`src/design/fbpa_ram.sv`:
```
module fbpa_ram #(
  parameter int unsigned Width = 8,
  parameter int unsigned Depth = 16
) (
  input  logic                     clk_i,
  input  logic                     we_i,
  input  logic [$clog2(Depth)-1:0] waddr_i,
  input  logic [Width-1:0]         wdata_i,
  input  logic [$clog2(Depth)-1:0] raddr_i,
  output logic [Width-1:0]         rdata_o
);

  logic [Width-1:0] mem_q [Depth];

  always_ff @(posedge clk_i) begin
    if (we_i) begin
      mem_q[waddr_i] <= wdata_i;
    end
    rdata_o <= mem_q[raddr_i];
  end

endmodule

```
`config.mk`:
```
export PLATFORM = sky130hd
export DESIGN_NAME = fbpa_ram
export DESIGN_NICKNAME = d
export VERILOG_FILES = /design/src/design/fbpa_ram.sv
export SDC_FILE = /design/constraint.sdc
export NUM_CORES = 1
export LEC_CHECK = 0
export ABC_AREA = 0
export ABC_CLOCK_PERIOD_IN_PS = 2100
export BUFFER_PORTS_ARGS = -buffer_cell sky130_fd_sc_hd__buf_2
export CAP_MARGIN = 20
export CORE_MARGIN = 2
export CORE_UTILIZATION = 54
export CTS_CLUSTER_SIZE = 16
export DETAILED_ROUTE_END_ITERATION = 16
export PLACE_DENSITY = 0.74
export SKIP_LAST_GASP = 1
export SYNTH_ARGS = -nofsm -noshare
export SYNTH_HDL_FRONTEND = slang
export SYNTH_SLANG_ARGS = --single-unit
```
`constraint.sdc`:
```
create_clock -name clk_i -period 2.1 [get_ports clk_i]
set_clock_uncertainty 0.05 [all_clocks]
set_input_delay 0.63 -clock clk_i [delete_from_list [all_inputs] [get_ports clk_i]]
set_output_delay 0.63 -clock clk_i [all_outputs]
set_load 0.01 [all_outputs]
```
==> out/summary.txt <==
status: complete, no violations
worst r2r dst: rdata_o[1]
Num CTS Buffers: 17
CP Data Required Time: 1420 ps
crit-path max cell delay: 350 ps
WP buf/inv: 1
Min-Delay Path Class: in2reg
total number of vias: 2493
Rows: 35
leakage: 0.00210 µW
CP Launch Point: rdata_o[6]
post-synth design cell area: 5150 µm²
clk buf depth: 2
setup TNS: 0 ps
f_max: 592 MHz
clk slew on worst S/H paths: 60 ps
synth unique cells: 19
synthesis-to-layout area growth: 18.8%
WL/cell: 24.0 µm
Skew-Pair Late Insertion Delay: 520 ps
fin crit share: 0.804
Hold Fails Final Rpt: 0
Starting DRT DRC Count: 277
R2R depth: 3
setup violators final: 0
critical-path maximum fanout: 1
nature of the critical path endpoint: output pin
Post-Synthesis Cells: 229
Critical Path Sink: rdata_o[6]
Multi-input gate area: 1060 µm²
Worst EP arrival: 1010 ps
CP delay by family, top: flip-flops
largest net degree at the start of global routing: 33
EDFF count, synth: 128
WL final: 10.2 mm
Syn. warnings: 0
post-CTS setup buffers: 0
Syn Nets: 247
CTS Root Cell: clkbuf_8
synthesized area per cell: 22.5 µm²
final net count: 303
fraction of registers with async set/reset: 0
sequential share of the synthesized area: 0.778
quantity of gates resized following cts: 0
r2r startpoint: mem_q[9][1]
fillcell total: 567
Area contributors post-synth: edfxtp_1, mux4_2, mux4_1, dfxtp_1, a22oi_1
max-cap violations: 0
Yosys top cell by area: edfxtp_1
TritonCTS Sinks: 136
global-route wire length before repair: 15.4 mm
# IOs: 26
die area: 10300 µm²
final antenna-violating net count: 0
Worst-Margin Slew: 815 ps
CTS tree: done
grt ovf: 0
drt drc: 0
Final GP Congestion: 0.784
Crit Path Class: reg2out
Final min period: 1690 ps
drt first pass iters: 4
#FFs+latches synth: 136
Horiz. Die Dim: 102 µm
vias in the first global route: 2543
Tot Pwr: 6150 µW
top-count cell post-synth: edfxtp_1
post-layout util: 0.662
Pwr Density: 1010 nW/µm²
Startpoint Class: flop
R2R Setup Slk: 610 ps
Post-synth top cells: edfxtp_1, mux4_2, a22oi_1
Synth Flop Type: edfxtp_1
H-tree level count: 4
Initial Utilization: 0.557
fin. max-slew vios: 0
initial antenna violation count: 0
drt via density: 5.84
worst hold slack: 447 ps
Antenna diodes: 0
Core Region: 9240 µm²
relative slew slack: 0.456
Hold-fix buffers, CTS: 0
critical path depth: 1
die height: 102 µm
FF+latch area: 4000 µm²
VDD IR-drop max: 823 µV
slowest cell on the critical path: dfxtp_1
port bufs: 25
detailed placement HPWL: 5.97 mm
share of layout cells above drive strength 1: 0.326
All-Layer GR Usage: 0.221
worst path cell trace: buf_2
RSZ-0062 raised after global routing: no
Synth top area share: 0.747
[routing by layer]
layer | vias to the layer above | routed length (µm) | GRT usage
li1 | 1090 | - | -
met4 | 0 | 305 | 0.108
met2 | 114 | 5070 | 0.334
met3 | 22 | 678 | 0.0614
met5 | - | 0 | 0
met1 | 1267 | 4190 | 0.302
[flip-flops by register name (all words and copies together) (netlist names)]
signal and cells:
mem_q 128, rdata_o 8
[logic make-up (layout without fill, tap and decap cells)]
family          after synthesis  after routing  synth area share
compound gates               16             16            0.0233
buf+inv                      10             79            0.0168
flops                       136            136             0.778
mux                          32             32             0.150
simple gates                 35             35            0.0318
[layout make-up]
class	instances	area share
Sequential cell	136	0.655
Multi-Input combinational cell	83	0.174
Clock buffer	21	0.0735
Timing Repair Buffer	47	0.0516
Tap cell	129	0.0264
Clock inverter	11	0.0199
[per-stage QoR]
stage / area, µm² / worst slack [ps] / std cells
finish: 6110 / 411 / 427
floorplan: 5150 / 154 / 229
detailed placement: 5540 / -46.4 / 395
global route: 6110 / 381 / 427
CTS: 6110 / 387 / 427
global placement: 5540 / 21.9 / 395
[placed cells by master, fill, tap and decap left out, drive strengths merged, types with 4 or more instances in the layout]
cell,instances
edfxtp,128
buf,47
mux4,32
clkbuf,21
a22oi,16
nor2,13
nand2,9
dfxtp,8
clkinv,5
nor3,4
[where the power goes]
| group | switching (µW) | leakage, µW | internal, µW |
|---|---|---|---|
| Clock | 1060 | 0.000278 | 1750 |
| Combinational | 165 | 0.000597 | 124 |
| Sequential | 20.4 | 0.00122 | 3040 |
[worst min path at each step]
stage | from | to | slack, ps | cells after the start
after floorplan | mem_q[7][0] | rdata_o[0] | 580 | 3
after global placement | mem_q[11][4] | rdata_o[4] | 600 | 3
after detailed placement | mem_q[4][1] | rdata_o[1] | 600 | 3
after CTS | wdata_i[7] | mem_q[2][7] | 420 | 1
after global routing | wdata_i[7] | mem_q[6][7] | 450 | 1
final | wdata_i[7] | mem_q[0][7] | 450 | 1
Note: power is estimated with default switching activity, not from simulation.
